--- src/rtl/single_wire_humidity_sensor_reader_defines.svh ---
// Assertion macros shared by the single-wire humidity sensor reader RTL.
`ifndef SINGLE_WIRE_HUMIDITY_SENSOR_READER_DEFINES_SVH
`define SINGLE_WIRE_HUMIDITY_SENSOR_READER_DEFINES_SVH

// Clocked check, masked while reset is high.
`define SWHSR_ASSERT(lbl, prop, msg) \
  lbl: assert property (@(posedge clk) disable iff (rst) (prop)) else $error(msg);

// Clocked check that also holds during reset.
`define SWHSR_ASSERT_ALWAYS(lbl, prop, msg) \
  lbl: assert property (@(posedge clk) (prop)) else $error(msg);

`endif

--- src/rtl/swhsr_pkg.sv ---
// Shared types and constants for the single-wire humidity sensor reader.
`timescale 1ns / 1ps
package swhsr_pkg;

  // Configuration register indexes
  localparam logic [2:0] REG_START_LOW     = 3'd0;
  localparam logic [2:0] REG_START_HIGH    = 3'd1;
  localparam logic [2:0] REG_RESP_TIMEOUT  = 3'd2;
  localparam logic [2:0] REG_BIT_LOW_TMO   = 3'd3;
  localparam logic [2:0] REG_BIT_HIGH_TMO  = 3'd4;
  localparam logic [2:0] REG_ONE_THRESHOLD = 3'd5;

  // Register reset values
  localparam logic [15:0] START_LOW_RST     = 16'd25000;
  localparam logic [7:0]  START_HIGH_RST    = 8'd25;
  localparam logic [7:0]  RESP_TIMEOUT_RST  = 8'd85;
  localparam logic [7:0]  BIT_LOW_TMO_RST   = 8'd56;
  localparam logic [7:0]  BIT_HIGH_TMO_RST  = 8'd75;
  localparam logic [7:0]  ONE_THRESHOLD_RST = 8'd40;

  localparam logic [5:0] FRAME_BITS = 6'd40;

  // Item kinds
  localparam logic OP_TICK  = 1'b0;
  localparam logic OP_START = 1'b1;

  // Completion status
  localparam logic [1:0] STATUS_OK       = 2'd0;
  localparam logic [1:0] STATUS_TIMEOUT  = 2'd1;
  localparam logic [1:0] STATUS_CSUM_ERR = 2'd2;

  typedef struct packed {
    logic [15:0] start_low_time;
    logic [7:0]  start_high_time;
    logic [7:0]  response_timeout;
    logic [7:0]  bit_low_timeout;
    logic [7:0]  bit_high_timeout;
    logic [7:0]  one_threshold;
  } cfg_t;

  typedef struct packed {
    logic [7:0] temperature;
    logic [7:0] humidity;
    logic [1:0] status;
    logic       done_res;
    logic       busy_res;
    logic       drive_level;
    logic       drive_enable;
  } result_t;

endpackage

--- src/rtl/swhsr_core.sv ---
// Protocol sequencer: start pulse, response timing, bit decode and checksum.
`timescale 1ns / 1ps
module swhsr_core
  import swhsr_pkg::*;
(
  input  logic    clk,
  input  logic    rst,
  input  cfg_t    cfg,
  input  logic    fire,
  input  logic    op,
  input  logic    pin_level,
  output result_t res
);

  typedef enum logic [2:0] {
    PH_IDLE, PH_START_LOW, PH_START_HIGH, PH_RESP_LOW, PH_RESP_HIGH, PH_BIT_LOW, PH_BIT_HIGH
  } phase_t;

  phase_t      phase, phase_next;
  logic [15:0] tick_count, tick_next, tick_inc;
  logic [5:0]  bit_count, bit_next, bit_inc;
  logic [39:0] frame_shift, frame_next, frame_new;
  logic [7:0]  humidity_reg, humidity_next;
  logic [7:0]  temperature_reg, temperature_next;
  logic [7:0]  limit, csum;
  logic        wait_level, new_bit, done;
  logic [1:0]  status;

  // Level the current sensor phase waits on, and its tick limit
  always_comb begin
    wait_level = 1'b0;
    limit      = cfg.response_timeout;
    case (phase)
      PH_RESP_LOW:  begin wait_level = 1'b0; limit = cfg.response_timeout; end
      PH_RESP_HIGH: begin wait_level = 1'b1; limit = cfg.response_timeout; end
      PH_BIT_LOW:   begin wait_level = 1'b0; limit = cfg.bit_low_timeout;  end
      PH_BIT_HIGH:  begin wait_level = 1'b1; limit = cfg.bit_high_timeout; end
      default: ;
    endcase
  end

  assign tick_inc  = tick_count + 16'd1;
  assign bit_inc   = bit_count + 6'd1;
  assign new_bit   = (tick_count > {8'd0, cfg.one_threshold});
  assign frame_new = {frame_shift[38:0], new_bit};
  assign csum      = frame_new[39:32] + frame_new[31:24] + frame_new[23:16] + frame_new[15:8];

  always_comb begin
    phase_next       = phase;
    tick_next        = tick_count;
    bit_next         = bit_count;
    frame_next       = frame_shift;
    humidity_next    = humidity_reg;
    temperature_next = temperature_reg;
    done             = 1'b0;
    status           = STATUS_OK;
    if (op == OP_START) begin
      // start while busy is dropped, and does not count as a tick
      if (phase == PH_IDLE) begin
        phase_next = PH_START_LOW;
        tick_next  = 16'd0;
        bit_next   = 6'd0;
        frame_next = 40'd0;
      end
    end else begin
      case (phase)
        PH_IDLE: ;
        PH_START_LOW: begin
          tick_next = tick_inc;
          if (tick_inc >= cfg.start_low_time || tick_inc == 16'd0) begin
            phase_next = PH_START_HIGH;
            tick_next  = 16'd0;
          end
        end
        PH_START_HIGH: begin
          tick_next = tick_inc;
          // release tick: the line is not sampled here
          if (tick_inc >= {8'd0, cfg.start_high_time} || tick_inc == 16'd0) begin
            phase_next = PH_RESP_LOW;
            tick_next  = 16'd0;
          end
        end
        default: begin
          if (pin_level == wait_level) begin
            if (tick_count > {8'd0, limit}) begin
              phase_next = PH_IDLE;
              tick_next  = 16'd0;
              done       = 1'b1;
              status     = STATUS_TIMEOUT;
            end else begin
              tick_next = tick_inc;
            end
          end else if (phase == PH_BIT_HIGH) begin
            frame_next = frame_new;
            bit_next   = bit_inc;
            if (bit_inc >= FRAME_BITS) begin
              phase_next = PH_IDLE;
              tick_next  = 16'd0;
              done       = 1'b1;
              if (csum == frame_new[7:0]) begin
                humidity_next    = frame_new[39:32];
                temperature_next = frame_new[23:16];
                status           = STATUS_OK;
              end else begin
                status = STATUS_CSUM_ERR;
              end
            end else begin
              phase_next = PH_BIT_LOW;
              tick_next  = 16'd1;
            end
          end else begin
            // edge seen: this sample is the first tick of the next phase
            phase_next = (phase == PH_BIT_LOW) ? PH_BIT_HIGH : phase_t'(phase + 3'd1);
            tick_next  = 16'd1;
          end
        end
      endcase
    end
  end

  always_ff @(posedge clk) begin
    if (rst) begin
      phase           <= PH_IDLE;
      tick_count      <= 16'd0;
      bit_count       <= 6'd0;
      frame_shift     <= 40'd0;
      humidity_reg    <= 8'd0;
      temperature_reg <= 8'd0;
    end else if (fire) begin
      phase           <= phase_next;
      tick_count      <= tick_next;
      bit_count       <= bit_next;
      frame_shift     <= frame_next;
      humidity_reg    <= humidity_next;
      temperature_reg <= temperature_next;
    end
  end

  // Result reflects the state after this beat
  always_comb begin
    res.drive_enable = (phase_next == PH_START_LOW) || (phase_next == PH_START_HIGH);
    res.drive_level  = (phase_next == PH_START_HIGH);
    res.busy_res     = (phase_next != PH_IDLE);
    res.done_res     = done;
    res.status       = status;
    res.humidity     = humidity_next;
    res.temperature  = temperature_next;
  end

endmodule

--- src/rtl/single_wire_humidity_sensor_reader.sv ---
// Top level of the single-wire humidity sensor reader: config, sequencer and output queue.
`timescale 1ns / 1ps
// Latency: a result beat appears on the master side the cycle after its input beat unless older ones wait.
// Throughput: one input beat per cycle; a two-entry output queue keeps the slave side
//   open while a result waits, so tready drops only when two results are pending.
// Reset (rst, synchronous): sequencer to idle, counters, frame and latched readings to
//   zero, registers to their default timings, output queue emptied.
`include "single_wire_humidity_sensor_reader_defines.svh"
module single_wire_humidity_sensor_reader
  import swhsr_pkg::*;
(
  input  logic        clk,
  input  logic        rst,
  input  logic        cfg_we,
  input  logic [2:0]  cfg_index,
  input  logic [15:0] cfg_data,
  input  logic        s_axis_tvalid,
  output logic        s_axis_tready,
  input  logic [7:0]  s_axis_tdata,   // [0] pin_level, [7:1] zero
  input  logic        s_axis_tuser,   // [0] op (0 tick, 1 start)
  output logic        m_axis_tvalid,
  input  logic        m_axis_tready,
  // [0] drive_enable, [1] drive_level, [2] busy_res, [3] done_res, [5:4] status,
  // [13:6] humidity, [21:14] temperature, [23:22] zero
  output logic [23:0] m_axis_tdata
);

  cfg_t       cfg;
  result_t    res;
  result_t    q0, q1;   // q0 is the head
  logic [1:0] out_count;
  logic       push, pop;

  // Configuration registers; the host must write them only while no beat is in flight; the block does not enforce this
  always_ff @(posedge clk) begin
    if (rst) begin
      cfg.start_low_time   <= START_LOW_RST;
      cfg.start_high_time  <= START_HIGH_RST;
      cfg.response_timeout <= RESP_TIMEOUT_RST;
      cfg.bit_low_timeout  <= BIT_LOW_TMO_RST;
      cfg.bit_high_timeout <= BIT_HIGH_TMO_RST;
      cfg.one_threshold    <= ONE_THRESHOLD_RST;
    end else if (cfg_we) begin
      case (cfg_index)
        REG_START_LOW:     cfg.start_low_time   <= cfg_data;
        REG_START_HIGH:    cfg.start_high_time  <= cfg_data[7:0];
        REG_RESP_TIMEOUT:  cfg.response_timeout <= cfg_data[7:0];
        REG_BIT_LOW_TMO:   cfg.bit_low_timeout  <= cfg_data[7:0];
        REG_BIT_HIGH_TMO:  cfg.bit_high_timeout <= cfg_data[7:0];
        REG_ONE_THRESHOLD: cfg.one_threshold    <= cfg_data[7:0];
        default: ;
      endcase
    end
  end

  assign s_axis_tready = (out_count != 2'd2);
  assign push          = s_axis_tvalid && s_axis_tready;
  assign m_axis_tvalid = (out_count != 2'd0);
  assign pop           = m_axis_tvalid && m_axis_tready;

  swhsr_core u_core (
    .clk       (clk),
    .rst       (rst),
    .cfg       (cfg),
    .fire      (push),
    .op        (s_axis_tuser),
    .pin_level (s_axis_tdata[0]),
    .res       (res)
  );

  // Two-entry result queue
  always_ff @(posedge clk) begin
    if (rst) begin
      out_count <= 2'd0;
    end else begin
      case ({push, pop})
        2'b10: begin
          if (out_count == 2'd0) q0 <= res;
          else q1 <= res;
          out_count <= out_count + 2'd1;
        end
        2'b01: begin
          q0        <= q1;
          out_count <= out_count - 2'd1;
        end
        2'b11: begin
          if (out_count == 2'd1) begin
            q0 <= res;
          end else begin
            q0 <= q1;
            q1 <= res;
          end
        end
        default: ;
      endcase
    end
  end

  assign m_axis_tdata = {2'b00, q0};

  `SWHSR_ASSERT(a_pop_drains, (pop && !push) |=> (out_count == $past(out_count) - 2'd1), "queue count did not drop on a lone pop")
  `SWHSR_ASSERT(a_done_not_busy, (push && res.done_res) |-> !res.busy_res, "reading finished but still busy")
  `SWHSR_ASSERT(a_status_with_done, (push && !res.done_res) |-> (res.status == STATUS_OK), "nonzero status without done")
  `SWHSR_ASSERT(a_level_needs_drive, (push && res.drive_level) |-> res.drive_enable, "drive level high while line released")
  `SWHSR_ASSERT(a_count_range, out_count != 2'd3, "output queue count out of range")
  `SWHSR_ASSERT_ALWAYS(a_reset_empties, rst |=> (out_count == 2'd0), "output queue not empty after reset")

endmodule

--- config.mk ---
export PLATFORM = sky130hd
export DESIGN_NAME = single_wire_humidity_sensor_reader
export DESIGN_NICKNAME = d
export VERILOG_FILES = /design/src/rtl/swhsr_pkg.sv /design/src/rtl/swhsr_core.sv /design/src/rtl/single_wire_humidity_sensor_reader.sv
export VERILOG_INCLUDE_DIRS = /design/src /design/src/rtl
export SDC_FILE = /design/constraint.sdc
export NUM_CORES = 1
export LEC_CHECK = 0
export ABC_AREA = 1
export BUFFER_PORTS_ARGS = -buffer_cell sky130_fd_sc_hd__buf_2
export CORE_MARGIN = 3
export CORE_UTILIZATION = 46
export DETAILED_ROUTE_END_ITERATION = 8
export GPL_TIMING_DRIVEN = 0
export PLACE_DENSITY = 0.65
export SYNTH_ARGS = -nofsm -noshare
export SYNTH_HDL_FRONTEND = slang
export SYNTH_SLANG_ARGS = --single-unit
--- constraint.sdc ---
create_clock -name clk -period 6.05 [get_ports clk]
set_clock_uncertainty 0.2 [all_clocks]
set_input_delay 1.5125 -clock clk [delete_from_list [all_inputs] [get_ports clk]]
set_output_delay 1.5125 -clock clk [all_outputs]
set_load 0.01 [all_outputs]
==> flow_summary.toml, run 1 <==
[setup_path]
crit_family = "adder cells"
reg2regPathDepth = 15
reg2reg_from = "u_core.frame_shift[16]"
cpMostUsedCell = "nand2_1"
critical_path_required_ps = 6050
critPathSlowestCell = "nor4_4"
rrSetupSlack_ps = 1620
arrival_ps = 4420
critPathMaxStageDelay_ps = 580
cp_cell_sequence = "fa_1, fa_1, ha_1, inv_1, fa_1, o21ai_2, xor2_1, o21ai_1, nor4_4, nand4_4, buf_6, nand2_1, nand2_1, nand2_1, nand2_1"
cp-end-kind = "flop"
critPathKind = "reg -> reg"
cp_max_fo = 10
critPathLaunchType = "flop"
r2r_end = "m_axis_tdata[10]"
critPathBufInv = 2

[cts]
path_clk_slew_ps = 80
cts_setup_buffers = 0
cts_tree = "yes"
cts_root_buf = "clkbuf_16"
cts_buffer_depth = 2
cts_buffers = 17
htree_levels = 4
ctsHoldBuffers = 0
clk_latency_ps = 440
cts.sinks = 182
cts.repair.resized = 0

[worst_hold_path]
hold_path_end = "cfg[26]"
hold_path_depth = 2
min-delay-start = "cfg[26]"
hp-class = "reg -> reg"

[pwr]
p_seq_share_pct = 44.2
p_sw_share_pct = 33.0
total_power_mw = 3.22
power_frac_comb_pct = 22.1
power_frac_clock_pct = 33.7
internal-power_mw = 2.16
switchingPower_mw = 1.06
ir_worst_vdd_mv = 0.162
p_per_area_nw_per_um2 = 293
p_leak_nw = 5.01

[synthesis]
synth_largest_area_cell = "dfxtp_1"
synth-edff-count = 44
yosysWarnings = 0
yosysSeqAreaShare_pct = 41.8
yosysMostFrequentCell = "nand2_1"
synthTopCellsByArea = "dfxtp_1, edfxtp_1, nand2_1"
synth_ff_type = "dfxtp_1"
synthArstFlopShare_pct = 0
netlist_area_sq_um = 9760
synthDominantCellAreaShare_pct = 28.3
ys_ff_latch = 182
avgSynthCellArea_sq_um = 7.98
synthTopCellsByCount = "nand2_1, inv_1, nor2_1"
post_synth_inst_count = 1223
synthDistinctLibCells = 48

[floorplan]
start_util_pct = 47.5
die_area_sq_um = 23000
fp.dieH_um = 152
ios = 59
core_area_sq_um = 20600
die_x_um = 152
rows = 52

[final_layout]
fin_cells = 1577
nets = 1397
area_growth_pct = 12.5
drive_above_1_share_pct = 12.1
largest_reg_flops = 56
largest-register = "cfg"
diodes = 0
fin_area_sq_um = 11000
post-route-util_pct = 53.4
reg.largest.list = "cfg x56, u_core.frame_shift x39"

[placed_design]
dpl.hpwl_um = 16900
gp_congestion = 0.926
placed_cells_incl_taps = 1545
place_area_sq_um = 10400
portBuffers = 49
place_ws_ps = 1410

[drt]
ant_nets = 0
first_iter_violations = 556
post_drt_via_cell_ratio = 5.12
vias = 8071
routedWlPerCell_um = 14.3
drtPass1Iterations = 5
wl_um = 22600
drc = 0

[global_route]
antenna_found_initial = 0
grt_pass1_vias = 7489
overflow = 0
track_usage_pct = 20.6
grt_max_degree = 21
grt_pass1_wl_um = 37400

[timing]
fin_tns_setup_ps = 0
slew_headroom_pct = 49.8
slew_violations = 0
final.setup.worst_slack_ps = 1620
fmax_ghz = 0.226
rsz0062_at_grt = "false"
period_share_pct = 73.1
hold_ws_ps = 263
worstMarginPinSlew_ps = 753
finalSetupViolations = 0
period_needed_ps = 4430
finalHoldViolCount = 0

[outcome]
status = "complete, no violations"

[job]
cap_viol_max_count = 0
per-layer routing:
| layer | part of all wire (%) | vias to the layer above | routed length [um] | global-route usage, % |
|---|---|---|---|---|
| li1 | - | 4175 | - | - |
| met1 | 51 | 3715 | 11400 | 29.8 |
| met2 | 44 | 158 | 9960 | 31.8 |
| met3 | 3.7 | 23 | 834 | 3.30 |
| met4 | 1.5 | 0 | 339 | 6.15 |
| met5 | 0 | - | 0 | 0 |
cells by family after synthesis:
group | Yosys count | synth area share, %
AOI/OAI and AO/OA | 215 | 13.4
xor gates and xnor gates | 27 | 2.50
adders and majority gates | 70 | 10.1
buffers and inverters | 211 | 8.58
DFF | 182 | 41.8
other | 1 | 0.0384
and+or+nand+nor | 517 | 23.6
how the worst max path moves through the flow:
stage,slack [ps],startpoint,endpoint,depth (start not counted)
6_report,1620,u_core.frame_shift[16],m_axis_tdata[10],15
3_5_place_dp,1410,s_axis_tvalid,m_axis_tdata[10],10
2_1_floorplan,1130,s_axis_tvalid,q1[0],8
5_1_grt,1330,u_core.frame_shift[16],m_axis_tdata[10],15
4_1_cts,1610,u_core.frame_shift[16],m_axis_tdata[10],15
3_3_place_gp,-60,s_axis_tvalid,q1[18],9
tightest hold or removal path: stages, from the launching register on:
cell and delay (ps):
dfxtp_1 330, nand2_1 50, nand3_1 50
area by class of cell:
cell class,count,area (sq um)
Fill cell,2002,9580
Multi-Input combinational cell,831,4860
Sequential cell,182,4080
Inverter,164,616
Clock buffer,17,425
Tap cell,270,338
Timing Repair Buffer,51,272
Buffer,47,221
Clock inverter,15,155
cells in the final DEF, fill, tap and decap left out, types with 4 or more instances in the layout:
cell type	instances
a21oi_1	77
a21oi_2	9
a221oi_1	7
a22oi_1	39
buf_2	58
buf_6	4
clkbuf_1	32
clkbuf_16	17
dfxtp_1	138
edfxtp_1	44
fa_1	14
ha_1	56
inv_1	149
inv_2	12
inv_6	5
nand2_1	246
nand2_2	4
nand3_1	73
nand3_2	9
nand4_1	13
nand4_2	9
nor2_1	145
nor2_2	5
o211ai_1	11
o21ai_0	55
o21ai_1	7
xnor2_1	12
xor2_1	14
power by group through the flow:
stage               Combinational [mW]  Sequential, mW  Clock [mW]
floorplan                        0.469            1.47           0
global placement                 0.678            1.45           0
detailed placement               0.709            1.45           0
CTS                              0.713            1.43        1.10
global route                     0.817            1.44        1.16
finish                           0.711            1.42        1.08
(Power assumes the default switching activity.)
==> run 2: changes to the inputs <==
--- a/config.mk
+++ b/config.mk
@@ -12,7 +12,7 @@
 export CORE_UTILIZATION = 46
 export DETAILED_ROUTE_END_ITERATION = 8
 export GPL_TIMING_DRIVEN = 0
-export PLACE_DENSITY = 0.65
+export PLACE_DENSITY = 0.68
 export SYNTH_ARGS = -nofsm -noshare
 export SYNTH_HDL_FRONTEND = slang
 export SYNTH_SLANG_ARGS = --single-unit
==> constraint.sdc (replaced) <==
create_clock -name clk -period 3.94 [get_ports clk]
set_clock_uncertainty 0.2 [all_clocks]
set_input_delay 0.985 -clock clk [delete_from_list [all_inputs] [get_ports clk]]
set_output_delay 0.985 -clock clk [all_outputs]
set_load 0.01 [all_outputs]
==> flow_summary.toml, run 2 (synthesis gave the netlist of run 1 again) <==
[placed_design]
place_area_sq_um = 10400
gp_congestion = 0.894
portBuffers = 49
place_ws_ps = -504
placed_cells_incl_taps = 1544
dpl.hpwl_um = 17100

[cts]
cts_buffers = 17
cts.sinks = 182
cts_tree = "yes"
ctsHoldBuffers = 0
htree_levels = 4
clk_latency_ps = 440
cts_buffer_depth = 2
cts_root_buf = "clkbuf_16"
path_clk_slew_ps = 80

[timing]
period_share_pct = 101
fmax_ghz = 0.252
finalHoldViolCount = 0
worstMarginPinSlew_ps = 998
fin_tns_setup_ps = -46.0
finalSetupViolations = 2
slew_headroom_pct = 33.2
rsz0062_at_grt = "true"
period_needed_ps = 3970
final.setup.worst_slack_ps = -33.0
slew_violations = 0

[final_layout]
layout_common_cells = "nand2_1, inv_1, nor2_1"
largest-register = "cfg"
post-route-util_pct = 55.1
reg.largest.list = "cfg x56, u_core.frame_shift x39"
largest_reg_flops = 56
drive_above_1_share_pct = 17.0
diodes = 0
fin_cells = 1590
nets = 1410
fin_area_sq_um = 11300
area_growth_pct = 16.1
final_common_cell = "nand2_1"

[setup_path]
arrival_ps = 3970
crit_family = "adder cells"
critPathMaxStageDelay_ps = 520
critical_path_required_ps = 3940
critPathKind = "reg -> reg"
cpMostUsedCell = "nand2_1"
critPathLaunchType = "flop"
cp_cell_sequence = "fa_1, fa_1, ha_2, inv_2, fa_2, xnor2_2, xnor2_1, nand2_2, nor4_4, buf_4, nand4_4, buf_6, nand2_1, nand2_1, nand2_1, nand2_1"
critPathBufInv = 3
critPathSlowestCell = "fa_1"
cp_max_fo = 8
cp-end-kind = "flop"

[floorplan]
fp.dieH_um = 152
core_area_sq_um = 20600
ios = 59
rows = 52
die_area_sq_um = 23000
start_util_pct = 47.5
die_x_um = 152

[pwr]
p_leak_nw = 5.12
internal-power_mw = 3.35
power_frac_clock_pct = 33.4
p_seq_share_pct = 43.5
power_frac_comb_pct = 23.1
switchingPower_mw = 1.71
ir_worst_vdd_mv = 0.249
p_per_area_nw_per_um2 = 446
p_sw_share_pct = 33.7

[outcome]
violations = "negative setup slack"
status = "finished, violations left"

[drt]
post_drt_via_cell_ratio = 5.28
drtPass1Iterations = 5
drc = 0
ant_nets = 0
first_iter_violations = 569
routedWlPerCell_um = 14.7
vias = 8388
wl_um = 23400

[worst_hold_path]
hp-class = "reg -> reg"

[global_route]
grt_max_degree = 23
grt_pass1_vias = 7586
grt_pass1_wl_um = 37800
overflow = 0
antenna_found_initial = 1
track_usage_pct = 20.6

[job]
cap_viol_max_count = 0
## run 2: cell types whose count changed in the layout (fill, tap and decap cells not counted), sizes merged
cell and change:
buf +12, clkbuf +1, clkinv -1, inv +1
## run 2: cell type report
cell class / count / area, sq um
Inverter: 164 / 616
Fill cell: 1916 / 9230
Clock buffer: 17 / 425
Multi-Input combinational cell: 831 / 5090
Tap cell: 270 / 338
Buffer: 47 / 224
Sequential cell: 182 / 4100
Timing Repair Buffer: 64 / 389
Clock inverter: 15 / 155
## run 2: power by group through the flow
stage                     sequential [mW]  clock (mW)  combinational (mW)
after detailed placement             2.23           0                1.11
after global placement               2.23           0                1.05
after global routing                 2.22        1.79                1.32
final                                2.20        1.69                1.17
after floorplan                      2.26           0               0.727
after CTS                            2.19        1.70                1.12
## run 2: path summary, 6_finish.rpt
kind                                             start               end  slack (ps)  cells after the start
worst min-delay path                           cfg[11]           cfg[11]         260                      2
worst max register to register  u_core.frame_shift[16]  m_axis_tdata[10]         -30                     16
worst min register to register                 cfg[11]           cfg[11]         260                      2
worst max-delay path            u_core.frame_shift[16]  m_axis_tdata[10]         -30                     16
## run 2: worst min-delay path, stage by stage, from the launching register on
cell and delay (ps):
dfxtp_1 330, nand2_1 50, nand3_1 50
## run 2: per-layer routing
layer / GRT usage, % / wire (um) / part of all wire [%] / vias up
li1: - / - / - / 4193
met1: 29.1 / 11000 / 47 / 3928
met2: 32.3 / 10800 / 46 / 226
met3: 3.84 / 1260 / 5.4 / 39
met4: 5.57 / 362 / 1.5 / 2
met5: 0 / 13 / 0.055 / -
## run 2: stage by stage
step,power (mW),hold WS (ps)
final,5.06,265
after global routing,5.32,281
after CTS,5.01,265
after detailed placement,3.34,248
after global placement,3.28,237
after floorplan,2.99,229
## run 2: timing repair
action	CTS	global route
endpoints found under the setup margin	61	60
setup buffers	4	9
pin swaps	6	12
resized for setup	8	66
gates cloned	1	0
==> run 3: changes to the inputs <==
--- a/config.mk
+++ b/config.mk
@@ -10,6 +10,7 @@
 export BUFFER_PORTS_ARGS = -buffer_cell sky130_fd_sc_hd__buf_2
 export CORE_MARGIN = 3
 export CORE_UTILIZATION = 46
+export CTS_BUF_LIST = sky130_fd_sc_hd__clkbuf_8
 export DETAILED_ROUTE_END_ITERATION = 8
 export GPL_TIMING_DRIVEN = 0
 export PLACE_DENSITY = 0.68
==> constraint.sdc (replaced) <==
create_clock -name clk -period 3.94 [get_ports clk]
set_clock_uncertainty 0.2 [all_clocks]
set_input_delay 0.985 -clock clk [delete_from_list [all_inputs] [get_ports clk]]
set_output_delay 0.985 -clock clk [all_outputs]
set_load 0.005 [all_outputs]
==> flow_summary.toml, run 3 (synthesis gave the netlist of run 1 again) <==
[drt]
ant_nets = 0
first_iter_violations = 459
post_drt_via_cell_ratio = 5.20
routedWlPerCell_um = 14.5
wl_um = 23000
drtPass1Iterations = 5
drc = 0
vias = 8264

[job]
cap_viol_max_count = 0

[timing]
hold_ws_ps = 269
fin_tns_setup_ps = -130
finalSetupViolations = 9
period_needed_ps = 3960
slew_headroom_pct = 34.1
worstMarginPinSlew_ps = 985
final.setup.worst_slack_ps = -23.8
slew_violations = 0
finalHoldViolCount = 0
period_share_pct = 101
rsz0062_at_grt = "true"
fmax_ghz = 0.252

[floorplan]
die_x_um = 152
start_util_pct = 47.5
die_area_sq_um = 23000
core_area_sq_um = 20600
fp.dieH_um = 152
ios = 59
rows = 52

[outcome]
violations = "negative setup slack"
status = "finished, violations left"

[placed_design]
place_ws_ps = -504
place_area_sq_um = 10400
gp_congestion = 0.894
placed_cells_incl_taps = 1544
portBuffers = 49
dpl.hpwl_um = 17100

[pwr]
p_leak_nw = 5.02
p_per_area_nw_per_um2 = 413
ir_worst_vdd_mv = 0.177

[cts]
clk_latency_ps = 480
htree_levels = 4
cts_tree = "yes"
cts.sinks = 182
cts_buffer_depth = 2
cts_root_buf = "clkbuf_8"
path_clk_slew_ps = 110
ctsHoldBuffers = 0
cts_buffers = 17

[final_layout]
largest_reg_flops = 56
layout_common_cells = "nand2_1, inv_1, nor2_1"
area_growth_pct = 13.8
nFillCells = 1950
drive_above_1_share_pct = 16.5
diodes = 0
fin_area_sq_um = 11100
largest-register = "cfg"
final_common_cell = "nand2_1"
fin_cells = 1588
reg.largest.list = "cfg x56, u_core.frame_shift x39"
nets = 1408

[global_route]
overflow = 0
grt_pass1_wl_um = 37600
grt_pass1_vias = 7522
antenna_found_initial = 1
grt_max_degree = 23
track_usage_pct = 20.4

[setup_path]
arrival_ps = 4020
cp-end-kind = "flop"
critPathKind = "reg -> reg"
critPathLaunchType = "flop"
cp_max_fo = 8
critical_path_required_ps = 3990

[worst_hold_path]
hp-class = "reg -> reg"
## run 3: cell types whose count changed in the layout (fill, tap and decap cells not counted), moves of 3 or more
cell,change
clkbuf_16,-17
clkbuf_8,+17
buf_4,-5
buf_6,+4
dfxtp_1,+3
dfxtp_2,-3
nand2_4,-3
## run 3: power by group
| group | switching (mW) | total, mW | internal, mW |
|---|---|---|---|
| registers | 0.0673 | 2.20 | 2.13 |
| logic | 0.759 | 1.13 | 0.370 |
| clock network | 0.789 | 1.26 | 0.474 |
## run 3: layout make-up
cell class	instances	area (sq um)	share of cell area, %
Clock inverter	15	155	1.40
Buffer	47	224	2.02
Multi-Input combinational cell	831	5070	45.6
Clock buffer	17	234	2.11
Tap cell	270	338	3.04
Sequential cell	182	4090	36.8
Inverter	164	616	5.54
Timing Repair Buffer	62	382	3.44
## run 3: final timing paths
check,to,start,slack (ps),cells past startpoint
worst min-delay path,cfg[28],cfg[28],270,2
worst min register to register,cfg[28],cfg[28],270,2
worst max register to register,m_axis_tdata[11],u_core.frame_shift[16],-20,16
worst max-delay path,m_axis_tdata[11],u_core.frame_shift[16],-20,16
## run 3: metal layers
metal  share of wire [%]  up-vias  global-route usage, %
met5               0.056        -                      0
met3                 4.5       34                   2.83
met4                 1.7        2                   6.33
met1                  48     3841                   29.2
met2                  46      201                   32.1
li1                    -     4186                      -
## run 3: repair_timing
action | CTS | global route
resized for setup | 7 | 60
gates cloned | 1 | 0
buffers inserted | 4 | 7
pin swaps | 4 | 18
setup endpoints to repair | 61 | 63
## run 3: through the flow
stage / util, % / power [mW]
after floorplan: - / 2.96
after global placement: 50.4 / 3.25
after detailed placement: 50.6 / 3.31
after CTS: 52.8 / 4.56
after global routing: 54.0 / 4.85
final: 54.0 / 4.59
## run 3: critical path: stages, from the launching register on
cell and delay [ps]:
dfxtp_4 380, fa_1 490, fa_1 520, ha_2 190, inv_2 40, fa_2 400, o21ai_4 200, xor2_2 190
o21ai_2 100, nor4_4 190, buf_4 180, nand4_4 190, buf_6 220, nand2_2 70, nand2_2 70, nand2_1 60
nand2_1 60
